## src/tmc_pkg.sv

```systemverilog
// Package for the dissolved-solids median window converter.
// Shared widths, constants, register indexes and controller/datapath interface types.
// No dependencies.
package tmc_pkg;

    // Defaults of the top level parameters
    localparam int DEF_WINDOW   = 30;
    localparam int DEF_ADC_BITS = 12;

    // Fixed field widths
    localparam int CFG_IDX_W  = 2;
    localparam int CFG_DATA_W = 16;
    localparam int GAP_W      = 16;
    localparam int TEMP_W     = 15;
    localparam int PPM_W      = 11;
    localparam int TICK_W     = 32;

    // Arithmetic widths
    localparam int Q_FRAC    = 20;
    localparam int DIV_W     = 40;
    localparam int DSR_W     = 16;
    localparam int X_W       = 22;
    localparam int ACC_W     = 64;
    localparam int DIV_STEPS = DIV_W;
    localparam int MUL_STEPS = X_W;
    localparam int CNT_W     = 7;

    // Conversion constants (cubic coefficients scaled by 100)
    localparam int VOLT_NUM  = 33;
    localparam int VOLT_DEN  = 10;
    localparam int COMP_NUM  = 5000;
    localparam int TEMP_OFS  = 2500;
    localparam int C3        = 6671;
    localparam int C2        = 12793;
    localparam int C1        = 42870;
    localparam int C0        = 1800;
    localparam int PPM_SCALE = 100;
    localparam int PPM_MAX   = 1400;
    localparam int CV_MAX    = (1 << X_W) - 1;

    // Reset values of the config registers
    localparam int RST_SAMPLE_GAP = 1;
    localparam int RST_REPORT_GAP = 100;
    localparam int RST_WATER_TEMP = 2300;

    typedef enum logic [CFG_IDX_W-1:0] {
        REG_SAMPLE_GAP = 2'd0,
        REG_REPORT_GAP = 2'd1,
        REG_WATER_TEMP = 2'd2
    } cfg_reg_t;

    typedef enum logic [3:0] {
        OP_NONE,
        OP_TICK,
        OP_MED_STEP,
        OP_DIV_V,
        OP_DIV_C,
        OP_DIV_T,
        OP_DIV_STEP,
        OP_MUL1,
        OP_MUL2,
        OP_MUL_STEP,
        OP_OUT
    } dp_op_t;

    typedef struct packed {
        dp_op_t op;
    } dp_cmd_t;

    typedef struct packed {
        logic report_due;
        logic out_free;
    } dp_sts_t;

endpackage

```

## src/tmc_ctrl.sv

```systemverilog
// Controller for the median window converter: sequences median search,
// divider and multiplier passes. Depends on tmc_pkg.
module tmc_ctrl #(
    parameter int WINDOW = tmc_pkg::DEF_WINDOW
) (
    input  logic             aclk,
    input  logic             aresetn,
    input  logic             s_valid,
    output logic             s_ready,
    output tmc_pkg::dp_cmd_t cmd,
    input  tmc_pkg::dp_sts_t sts
);
    import tmc_pkg::*;

    typedef enum logic [3:0] {
        S_IDLE, S_MED, S_LD_V, S_LD_C, S_LD_M1, S_LD_M2, S_LD_T, S_DIV, S_MUL, S_OUT
    } state_t;

    state_t            state_reg, state_next;
    state_t            ret_reg, ret_next;
    logic [CNT_W-1:0]  cnt_reg, cnt_next;

    assign s_ready = (state_reg == S_IDLE);

    // Next state and datapath command
    always_comb begin
        state_next = state_reg;
        ret_next   = ret_reg;
        cnt_next   = cnt_reg;
        cmd.op     = OP_NONE;
        unique case (state_reg)
            S_IDLE: begin
                if (s_valid) begin
                    cmd.op = OP_TICK;
                    if (sts.report_due) begin
                        state_next = S_MED;
                        cnt_next   = '0;
                    end
                end
            end
            S_MED: begin
                cmd.op   = OP_MED_STEP;
                cnt_next = cnt_reg + 1'b1;
                if (cnt_reg == CNT_W'(WINDOW - 1)) begin
                    state_next = S_LD_V;
                end
            end
            S_LD_V: begin
                cmd.op     = OP_DIV_V;
                ret_next   = S_LD_C;
                cnt_next   = '0;
                state_next = S_DIV;
            end
            S_LD_C: begin
                cmd.op     = OP_DIV_C;
                ret_next   = S_LD_M1;
                cnt_next   = '0;
                state_next = S_DIV;
            end
            S_LD_M1: begin
                cmd.op     = OP_MUL1;
                ret_next   = S_LD_M2;
                cnt_next   = '0;
                state_next = S_MUL;
            end
            S_LD_M2: begin
                cmd.op     = OP_MUL2;
                ret_next   = S_LD_T;
                cnt_next   = '0;
                state_next = S_MUL;
            end
            S_LD_T: begin
                cmd.op     = OP_DIV_T;
                ret_next   = S_OUT;
                cnt_next   = '0;
                state_next = S_DIV;
            end
            S_DIV: begin
                cmd.op   = OP_DIV_STEP;
                cnt_next = cnt_reg + 1'b1;
                if (cnt_reg == CNT_W'(DIV_STEPS - 1)) begin
                    state_next = ret_reg;
                end
            end
            S_MUL: begin
                cmd.op   = OP_MUL_STEP;
                cnt_next = cnt_reg + 1'b1;
                if (cnt_reg == CNT_W'(MUL_STEPS - 1)) begin
                    state_next = ret_reg;
                end
            end
            S_OUT: begin
                if (sts.out_free) begin
                    cmd.op     = OP_OUT;
                    state_next = S_IDLE;
                end
            end
            default: state_next = S_IDLE;
        endcase
    end

    // State register
    always_ff @(posedge aclk) begin
        if (!aresetn) begin
            state_reg <= S_IDLE;
            ret_reg   <= S_IDLE;
            cnt_reg   <= '0;
        end else begin
            state_reg <= state_next;
            ret_reg   <= ret_next;
            cnt_reg   <= cnt_next;
        end
    end

endmodule

```

## src/tmc_datapath.sv

```systemverilog
// Datapath for the median window converter: tick timers, sample ring, median
// search, shared divider and multiplier, output register. Depends on tmc_pkg.
module tmc_datapath #(
    parameter int WINDOW   = tmc_pkg::DEF_WINDOW,
    parameter int ADC_BITS = tmc_pkg::DEF_ADC_BITS
) (
    input  logic                              aclk,
    input  logic                              aresetn,
    input  logic                              cfg_wr_en,
    input  logic [tmc_pkg::CFG_IDX_W-1:0]     cfg_index,
    input  logic [tmc_pkg::CFG_DATA_W-1:0]    cfg_wdata,
    input  logic [ADC_BITS-1:0]               s_adc_sample,
    output logic                              m_valid,
    input  logic                              m_ready,
    output logic [tmc_pkg::PPM_W-1:0]         m_tds_ppm,
    output logic [ADC_BITS-1:0]               m_median_code,
    input  tmc_pkg::dp_cmd_t                  cmd,
    output tmc_pkg::dp_sts_t                  sts
);
    import tmc_pkg::*;

    localparam int IW   = (WINDOW > 1) ? $clog2(WINDOW) : 1;
    localparam int CW   = $clog2(WINDOW + 1);
    localparam int K_LO = (WINDOW - 1) / 2;
    localparam int K_HI = WINDOW / 2;

    // Config registers
    logic [GAP_W-1:0]         sample_gap_reg;
    logic [GAP_W-1:0]         report_gap_reg;
    logic signed [TEMP_W-1:0] temp_reg;

    // Timers and ring
    logic [TICK_W-1:0]   tick_reg, last_s_reg, last_r_reg;
    logic [ADC_BITS-1:0] ring_reg [WINDOW];
    logic [IW-1:0]       wr_idx_reg;

    // Median search
    logic [IW-1:0]       med_idx_reg;
    logic [ADC_BITS-1:0] lo_reg, hi_reg;

    // Divider, multiplier
    logic [DIV_W-1:0]        dq_reg;
    logic [DSR_W-1:0]        rem_reg, dsr_reg;
    logic [X_W-1:0]          x_reg, mplr_reg;
    logic signed [ACC_W-1:0] mcand_reg, prod_reg;
    logic                    nonpos_reg;

    // Output register
    logic                m_valid_reg;
    logic [PPM_W-1:0]    tds_reg;
    logic [ADC_BITS-1:0] med_out_reg;

    logic [TICK_W-1:0]       tick_inc;
    logic                    samp_hit, rep_hit;
    logic [ADC_BITS-1:0]     cand;
    logic [WINDOW-1:0]       lt_vec, le_vec;
    logic [CW-1:0]           lt_cnt, le_cnt;
    logic [ADC_BITS:0]       mid_sum;
    logic [ADC_BITS-1:0]     median;
    logic [DSR_W:0]          div_trial;
    logic signed [DSR_W:0]   den_s;
    logic [X_W-1:0]          x_sat;
    logic signed [ACC_W-1:0] prod_tz, acc3;
    logic [PPM_W-1:0]        ppm;

    // Truncate toward zero on a divide by 2^Q_FRAC
    function automatic logic signed [ACC_W-1:0] tz_q(input logic signed [ACC_W-1:0] p);
        logic signed [ACC_W-1:0] q;
        q = p >>> Q_FRAC;
        if (p < 0 && p[Q_FRAC-1:0] != '0) begin
            q = q + 1;
        end
        return q;
    endfunction

    // Tick compare
    assign tick_inc = tick_reg + 1'b1;
    assign samp_hit = (tick_inc - last_s_reg) > TICK_W'(sample_gap_reg);
    assign rep_hit  = (tick_inc - last_r_reg) > TICK_W'(report_gap_reg);

    // Rank of the current candidate against the whole ring
    assign cand = ring_reg[med_idx_reg];
    always_comb begin
        for (int j = 0; j < WINDOW; j++) begin
            lt_vec[j] = ring_reg[j] < cand;
            le_vec[j] = ring_reg[j] <= cand;
        end
    end
    assign lt_cnt  = CW'($countones(lt_vec));
    assign le_cnt  = CW'($countones(le_vec));
    assign mid_sum = {1'b0, lo_reg} + {1'b0, hi_reg};
    assign median  = mid_sum[ADC_BITS:1];

    // Divider trial subtract, compensation divisor
    assign div_trial = {rem_reg, dq_reg[DIV_W-1]};
    assign den_s     = (DSR_W+1)'(temp_reg) + (DSR_W+1)'(TEMP_OFS);
    assign x_sat     = (dq_reg > DIV_W'(CV_MAX)) ? X_W'(CV_MAX) : dq_reg[X_W-1:0];
    assign prod_tz   = tz_q(prod_reg);
    assign acc3      = prod_tz - (ACC_W'(C0) << Q_FRAC);
    assign ppm       = nonpos_reg ? '0 :
                       (dq_reg > DIV_W'(PPM_MAX)) ? PPM_W'(PPM_MAX) : dq_reg[PPM_W-1:0];

    assign sts.report_due = rep_hit;
    assign sts.out_free   = !m_valid_reg || m_ready;

    // Config writes
    always_ff @(posedge aclk) begin
        if (!aresetn) begin
            sample_gap_reg <= GAP_W'(RST_SAMPLE_GAP);
            report_gap_reg <= GAP_W'(RST_REPORT_GAP);
            temp_reg       <= TEMP_W'(RST_WATER_TEMP);
        end else if (cfg_wr_en) begin
            unique case (cfg_reg_t'(cfg_index))
                REG_SAMPLE_GAP: sample_gap_reg <= cfg_wdata;
                REG_REPORT_GAP: report_gap_reg <= cfg_wdata;
                REG_WATER_TEMP: temp_reg       <= cfg_wdata[TEMP_W-1:0];
                default: ;
            endcase
        end
    end

    // Timers and sample ring
    always_ff @(posedge aclk) begin
        if (!aresetn) begin
            tick_reg   <= '0;
            last_s_reg <= '0;
            last_r_reg <= '0;
            wr_idx_reg <= '0;
            for (int i = 0; i < WINDOW; i++) begin
                ring_reg[i] <= '0;
            end
        end else if (cmd.op == OP_TICK) begin
            tick_reg <= tick_inc;
            if (samp_hit) begin
                last_s_reg           <= tick_inc;
                ring_reg[wr_idx_reg] <= s_adc_sample;
                wr_idx_reg <= (wr_idx_reg == IW'(WINDOW - 1)) ? '0 : wr_idx_reg + 1'b1;
            end
            if (rep_hit) begin
                last_r_reg <= tick_inc;
            end
        end
    end

    // Median search, divider and multiplier
    always_ff @(posedge aclk) begin
        unique case (cmd.op)
            OP_TICK: begin
                med_idx_reg <= '0;
            end
            OP_MED_STEP: begin
                if (lt_cnt <= CW'(K_LO) && le_cnt > CW'(K_LO)) begin
                    lo_reg <= cand;
                end
                if (lt_cnt <= CW'(K_HI) && le_cnt > CW'(K_HI)) begin
                    hi_reg <= cand;
                end
                med_idx_reg <= med_idx_reg + 1'b1;
            end
            OP_DIV_V: begin
                dq_reg  <= (DIV_W'(median) * DIV_W'(VOLT_NUM)) << (Q_FRAC - ADC_BITS);
                rem_reg <= '0;
                dsr_reg <= DSR_W'(VOLT_DEN);
            end
            OP_DIV_C: begin
                dq_reg  <= DIV_W'(dq_reg[X_W-1:0]) * DIV_W'(COMP_NUM);
                rem_reg <= '0;
                dsr_reg <= (den_s < 1) ? DSR_W'(1) : den_s[DSR_W-1:0];
            end
            OP_DIV_T: begin
                nonpos_reg <= (acc3 <= 0);
                dq_reg     <= DIV_W'(acc3 >>> Q_FRAC);
                rem_reg    <= '0;
                dsr_reg    <= DSR_W'(PPM_SCALE);
            end
            OP_DIV_STEP: begin
                if (div_trial >= {1'b0, dsr_reg}) begin
                    rem_reg <= DSR_W'(div_trial - {1'b0, dsr_reg});
                    dq_reg  <= {dq_reg[DIV_W-2:0], 1'b1};
                end else begin
                    rem_reg <= div_trial[DSR_W-1:0];
                    dq_reg  <= {dq_reg[DIV_W-2:0], 1'b0};
                end
            end
            OP_MUL1: begin
                x_reg     <= x_sat;
                mplr_reg  <= x_sat;
                mcand_reg <= ACC_W'(x_sat) * ACC_W'(C3) - (ACC_W'(C2) << Q_FRAC);
                prod_reg  <= '0;
            end
            OP_MUL2: begin
                mplr_reg  <= x_reg;
                mcand_reg <= prod_tz + (ACC_W'(C1) << Q_FRAC);
                prod_reg  <= '0;
            end
            OP_MUL_STEP: begin
                if (mplr_reg[0]) begin
                    prod_reg <= prod_reg + mcand_reg;
                end
                mcand_reg <= mcand_reg <<< 1;
                mplr_reg  <= mplr_reg >> 1;
            end
            OP_OUT: begin
                tds_reg     <= ppm;
                med_out_reg <= median;
            end
            default: ;
        endcase
    end

    // Output word register
    always_ff @(posedge aclk) begin
        if (!aresetn) begin
            m_valid_reg <= 1'b0;
        end else if (cmd.op == OP_OUT) begin
            m_valid_reg <= 1'b1;
        end else if (m_ready) begin
            m_valid_reg <= 1'b0;
        end
    end

    assign m_valid       = m_valid_reg;
    assign m_tds_ppm     = tds_reg;
    assign m_median_code = med_out_reg;

`ifndef SYNTHESIS
    a_out_no_overwrite: assert property (@(posedge aclk) disable iff (!aresetn)
        (cmd.op == OP_OUT) |-> (!m_valid_reg || m_ready))
        else $error("output word overwritten before taken");
    a_ppm_clamped: assert property (@(posedge aclk) disable iff (!aresetn)
        m_valid_reg |-> (tds_reg <= PPM_W'(PPM_MAX)))
        else $error("ppm above clamp");
    a_ring_idx: assert property (@(posedge aclk) disable iff (!aresetn)
        wr_idx_reg <= IW'(WINDOW - 1))
        else $error("ring write index out of range");
`endif

endmodule

```

## src/tds_median_window_converter_core.sv

```systemverilog
// Top level of the dissolved-solids median window converter.
// Instantiates tmc_ctrl and tmc_datapath; depends on tmc_pkg.
//
// Each input word is one timer tick with the current converter code. A tick
// that does not fall due for a report leaves the controller idle, so such
// ticks can be accepted every cycle. A reporting tick starts a run of the
// controller: median search (one ring entry ranked against all others per
// cycle), three passes of the shared restoring divider and two passes of the
// shift-add multiplier, each after its own load step, and an output step. No
// tick is accepted until the run is over, and the output step waits while a
// finished word still waits in the output register.
// The result word sits in an output register, so the next tick is accepted
// while it waits to be taken.
module tds_median_window_converter_core #(
    parameter int WINDOW   = tmc_pkg::DEF_WINDOW,
    parameter int ADC_BITS = tmc_pkg::DEF_ADC_BITS
) (
    input  logic                           aclk,
    input  logic                           aresetn,
    input  logic                           cfg_wr_en,
    input  logic [tmc_pkg::CFG_IDX_W-1:0]  cfg_index,
    input  logic [tmc_pkg::CFG_DATA_W-1:0] cfg_wdata,
    input  logic                           s_valid,
    output logic                           s_ready,
    input  logic [ADC_BITS-1:0]            s_adc_sample,
    output logic                           m_valid,
    input  logic                           m_ready,
    output logic [tmc_pkg::PPM_W-1:0]      m_tds_ppm,
    output logic [ADC_BITS-1:0]            m_median_code
);
    import tmc_pkg::*;

    dp_cmd_t cmd;
    dp_sts_t sts;

    tmc_ctrl #(
        .WINDOW(WINDOW)
    ) u_ctrl (
        .aclk    (aclk),
        .aresetn (aresetn),
        .s_valid (s_valid),
        .s_ready (s_ready),
        .cmd     (cmd),
        .sts     (sts)
    );

    tmc_datapath #(
        .WINDOW   (WINDOW),
        .ADC_BITS (ADC_BITS)
    ) u_dp (
        .aclk          (aclk),
        .aresetn       (aresetn),
        .cfg_wr_en     (cfg_wr_en),
        .cfg_index     (cfg_index),
        .cfg_wdata     (cfg_wdata),
        .s_adc_sample  (s_adc_sample),
        .m_valid       (m_valid),
        .m_ready       (m_ready),
        .m_tds_ppm     (m_tds_ppm),
        .m_median_code (m_median_code),
        .cmd           (cmd),
        .sts           (sts)
    );

endmodule

```

## config.mk

```make
export PLATFORM = sky130hd
export DESIGN_NAME = tds_median_window_converter_core
export DESIGN_NICKNAME = d
export VERILOG_FILES = /design/src/tmc_pkg.sv /design/src/tmc_ctrl.sv /design/src/tmc_datapath.sv /design/src/tds_median_window_converter_core.sv
export SDC_FILE = /design/constraint.sdc
export NUM_CORES = 2
export LEC_CHECK = 0
export BUFFER_PORTS_ARGS = -buffer_cell sky130_fd_sc_hd__buf_2
export CAP_MARGIN = 40
export CORE_ASPECT_RATIO = 0.8
export CORE_MARGIN = 1.5
export CORE_UTILIZATION = 28
export CTS_CLUSTER_SIZE = 14
export DETAILED_ROUTE_END_ITERATION = 8
export PLACE_DENSITY_LB_ADDON = 0.1
export SYNTH_ARGS = -nofsm -noshare
export SYNTH_HDL_FRONTEND = slang
export SYNTH_HIERARCHICAL = 1
export SYNTH_SLANG_ARGS = --single-unit
```

## constraint.sdc

```tcl
create_clock -name aclk -period 24.3 [get_ports aclk]
set_input_delay 2.43 -clock aclk [delete_from_list [all_inputs] [get_ports aclk]]
set_output_delay 2.43 -clock aclk [all_outputs]
set_load 0.02 [all_outputs]
```

# == Yosys cells after proc, flatten, opt, wreduce, memory -nomap -nowiden ==
# Memories as Yosys holds them, arrays and structs flattened. A register that Yosys moved wholly into a read port is not among the register bits.
# Index checks and enable logic that the tools add are counted.
# classes
add_sub_neg,72
n_mul,3
div,0
order_cmp,72
n_eq_ne,32
shift,0
n_mux,40
bitwise,0
reduce_logical,35
# ops
op,n
12-bit less-or-equal comparator,30
12-bit < comparator,30
64-bit one-hot mux with 3 select lines,1
40-bit one-hot mux with 4 select lines,1
5-bit adder,28
64-bit two-way mux,2
64-bit one-hot mux with 2 select lines,1
22-bit one-hot mux with 3 select lines,1
"64-bit by 37-bit adder with 64-bit output, second input constant",1
64-bit adder,1
32-bit by 16-bit greater-than comparator with 1-bit output,2
"64-bit by 1-bit less-or-equal comparator with 1-bit output, second input constant",1
"64-bit by 1-bit < comparator with 1-bit output, second input constant",1
32-bit subtractor,2
"64-bit by 32-bit subtractor with 64-bit output, second input constant",1
1-bit by 1-bit adder with 2-bit output,30
16-bit one-hot mux with 3 select lines,1
"44-bit by 2-bit adder with 45-bit output, second input constant",1
"40-bit by 11-bit greater-than comparator with 1-bit output, second input constant",1
"40-bit by 22-bit greater-than comparator with 1-bit output, second input constant",1
4-bit one-hot mux with 10 select lines,1
"35-bit by 34-bit subtractor with 36-bit output, second input constant",1
"22-bit by 13-bit multiplier with 35-bit output, second input constant",1
"32-bit by 1-bit adder with 32-bit output, second input constant",1
52 further kinds,113
# totals
reg_bits,461
latch_bits,0
ram_bits,360
rom_bits,0
in_bits,35
output_inout_bits,25
memories,1
# memory_table
name,words,width,read_ports,rd_ports_with_merged_regs,write_ports,line,text
u_dp.ring_reg,30,12,31,1,30,tmc_datapath.sv:34,logic [ADC_BITS-1:0] ring_reg [WINDOW];

# == Logic depth before layout (Yosys ltp) ==
# depth
word_depth,10
depth_mapped,35
depth_no_buf,32

# == Hierarchy ==
# The synthesis kept the hierarchy.
# by_module_without_submodules
module,instances,cells_each,area_each_um2,seq_area_each_um2
tmc_datapath,1,6618,66759.0,23532.6
tmc_ctrl,1,122,987.2,300.3

# == Worst setup path before layout ==
# No wires, ideal clock.
# synth_timing
path_type,flip-flop to flip-flop
from,register (tool-made name)
to,register u_dp.lo_reg[0] (enable)
setup_time_ns,0.380
t_arrival_ns,10.552
required_ns,23.920
path_slack_ns,13.368
path_stages_with_launch,34
period_less_slack_ns,10.932
cell_sequence,dfxtp_1 -> clkbuf_1 -> buf_1 -> buf_1 -> mux4_2 -> mux4_2 -> mux2i_1 -> ha_1 -> a21o_1 -> a21o_1 -> a21oi_1 -> o21ai_0 -> a21oi_1 -> nor2b_1 -> o21ai_0 -> nand2b_1 -> a21oi_1 -> nor2_1 -> fa_1 -> inv_1 -> fa_1 -> fa_1 -> fa_1 -> inv_1 -> fa_1 -> inv_1 -> fa_1 -> ha_1 -> fa_1 -> a21o_1 -> a21oi_1 -> xnor2_1 -> a41oi_1 -> nor2_1
# synth_lines
element,line,text
end signal: assignment,tmc_datapath.sv:153,lo_reg <= cand;
end: declaration,tmc_datapath.sv:39,"logic [ADC_BITS-1:0] lo_reg, hi_reg;"

==> results.tsv <==
metric	value	unit
status	finished, final reports clean	
# rows	161	
crit-path max FO	37	
cts hold-fix bufs	0	
most frequent cells in the layout	ha_1, edfxtp_1, inv_1	
grt ovf	0	
Final Hold Fails	0	
commonest non-fill, non-tap cell in the layout	ha_1	
Max H-tree Level	3	
Final Skew	0.0690	ns
RSZ-0062 raised after global routing	false	
drt drc	0	
synth-to-layout area growth	11.8	%
post-synthesis sequential area ratio	35.2	%
CTS Buf Count	104	
Worst-Skew Late Latency	0.77	ns
Multi-input gate area	40700	um2
post-synth cell types	115	
fin. max-slew vios	0	
Post-Layout Cell Count	10000	
EDFF count, synth	681	
clock period minus worst slack	10.82	ns
vias	51900	
Cells after Synth	6740	
Hold Crit Class	reg -> reg	
global placer's final weighted congestion	0.880	
DIE AREA	245000	um2
Nets	7855	
WHS Path Cells	2	
WL final	242000	um
DRT met1 WL	125000	um
Hold Path Origin	u_dp/sample_gap_reg[6]$_SDFFE_PN0P_	
all-layer global routing usage	19.5	%
FF/Latch Area	23800	um2
Reg2Reg Setup Slack	13.48	ns
Seq cells post-synth	850	
syn_nets	7829	
global-route wire length before repair	357000	um
final setup violation count	0	
vias in the first global route	51200	
worst endpoint required time	24.69	ns
Hold Path End	u_dp/sample_gap_reg[6]$_SDFFE_PN0P_	
setup TNS	0	ns
initial antenna violation count	11	
TritonCTS clock tree	built	
fin crit share	44.5	%
Worst R2R End	u_dp/hi_reg[3]$_DFFE_PP_	
Die H	443	um
CP Class	reg -> reg	
largest net degree at the start of global routing	82	
DR pass1 iterations	5	
Routed Antenna Nets	0	
drt via density	5.17	
Die W	553	um
IO Pins	60	
HPWL Detailed	185000	um
met3 routed WL	14700	um
Slew headroom	31.0	%
crit path DAT	11.21	ns
Synth Warn #	6	
max reg flops	384	
fraction of layout cells with a size suffix above 1	9.67	%
asr flop ratio synth	0	%
Slew @ Worst Pin	1.03	ns
TritonCTS Sinks	850	
Routed met2 length	98300	um
fin util	31.5	%
post-CTS sizing	0	
syn_area_per_cell	10.1	um2
critical path launch point type	register	
Max Cap Violations	0	
Main synth FF type	edfxtp_1	
total setup buffers inserted after CTS	0	
Top Metal Used	met5	
Buffers on Ports	59	
Root Driver	clkbuf_16	
cell area after synthesis	67700	um2
fill cell count	24800	
DR WL/cell	24.2	um
area of the core	241000	um2
CP Capture Type	register	
Starting Density	28.2	%
Max Buffers Root-to-Sink	3	
drt initial violations	4042	
Reg clk slew, reported paths	0.07	ns
Post-Place Cells	9838	
max frequency	0.0924	GHz
reg2reg path depth	26	
cell usage after synthesis (50+ instances only):
cell type	instances	area, um2
nand4_1	156	976
nor2_1	566	2120
mux2i_1	97	971
mux4_2	120	2700
nor2_4	50	563
xor2_1	139	1220
inv_1	607	2280
nor2b_1	82	513
dfxtp_1	169	3380
nand2_1	486	1820
nand2b_1	65	407
edfxtp_1	681	20400
xnor2_1	175	1530
a21o_1	254	1910
buf_2	50	250
nor3_1	174	871
clkbuf_1	160	601
nand3_1	159	796
a21oi_1	385	1930
and3_1	69	432
fa_1	191	3820
o21ai_0	283	1420
ha_1	863	10800
worst max-delay path, cell delays in order (launching register included):
cell and delay [ns]:
dfxtp_4 0.78, buf_4 0.75, mux4_2 0.63, mux4_2 0.55
mux2i_4 0.75, buf_4 0.48, ha_1 0.22, nand4_1 0.10
or2_2 0.32, o221ai_1 0.38, o21ai_0 0.37, fa_1 0.58
inv_1 0.05, fa_1 0.49, inv_1 0.06, fa_1 0.47
fa_1 0.50, inv_1 0.06, fa_1 0.52, inv_1 0.06
fa_1 0.48, ha_1 0.24, fa_1 0.41, a21o_1 0.17
a21oi_1 0.16, xnor2_1 0.17, and2_1 0.61
cells by family after synthesis:
logic type | count (synthesis) | share of synthesized area [%]
xor+xnor | 317 | 4.13
buf+inv | 874 | 5.17
compound gates | 1355 | 13.0
mux | 226 | 5.57
flops | 850 | 35.2
fa+ha+maj | 1054 | 21.6
simple gates | 2064 | 15.4
final cells by class:
class	count	area share [%]
multi-input combinational	5016	53.8
clock buffer	136	3.69
sequential	850	31.5
timing repair buffer	184	1.88
tap	3178	5.25
antenna	5	0.0165
clock inverter	57	0.882
inverter	610	3.02
stage by stage:
stage	setup WS, ns	hold slack [ns]	area [um2]
floorplan	13.37	0.436	67700
global placement	13.44	0.445	71800
detailed placement	13.57	0.450	72300
CTS	13.52	0.458	75700
global route	12.94	0.479	75700
finish	13.48	0.459	75700
per-layer routing:
metal,vias to the layer above,global-route usage [%]
li1,24500,-
met1,25900,30.3
met2,1253,27.8
met3,201,3.41
met4,2,3.82
met5,-,0
worst max-delay path by stage:
stage / end / startpoint / slack [ns] / cells after the start
3_3_place_gp: u_dp/hi_reg[3]$_DFFE_PP_ / register / 13.44 / 29
4_1_cts: u_dp/hi_reg[1]$_DFFE_PP_ / register / 13.52 / 29
3_5_place_dp: u_dp/hi_reg[1]$_DFFE_PP_ / register / 13.57 / 29
6_report: u_dp/hi_reg[3]$_DFFE_PP_ / register / 13.48 / 26
2_1_floorplan: u_dp/lo_reg[0]$_DFFE_PP_ / register / 13.37 / 33
5_1_grt: u_dp/hi_reg[1]$_DFFE_PP_ / register / 12.94 / 29
Power is left out: the tool's default activity adds up to more than one toggle a clock period on the data nets, which glitch-free logic cannot reach.
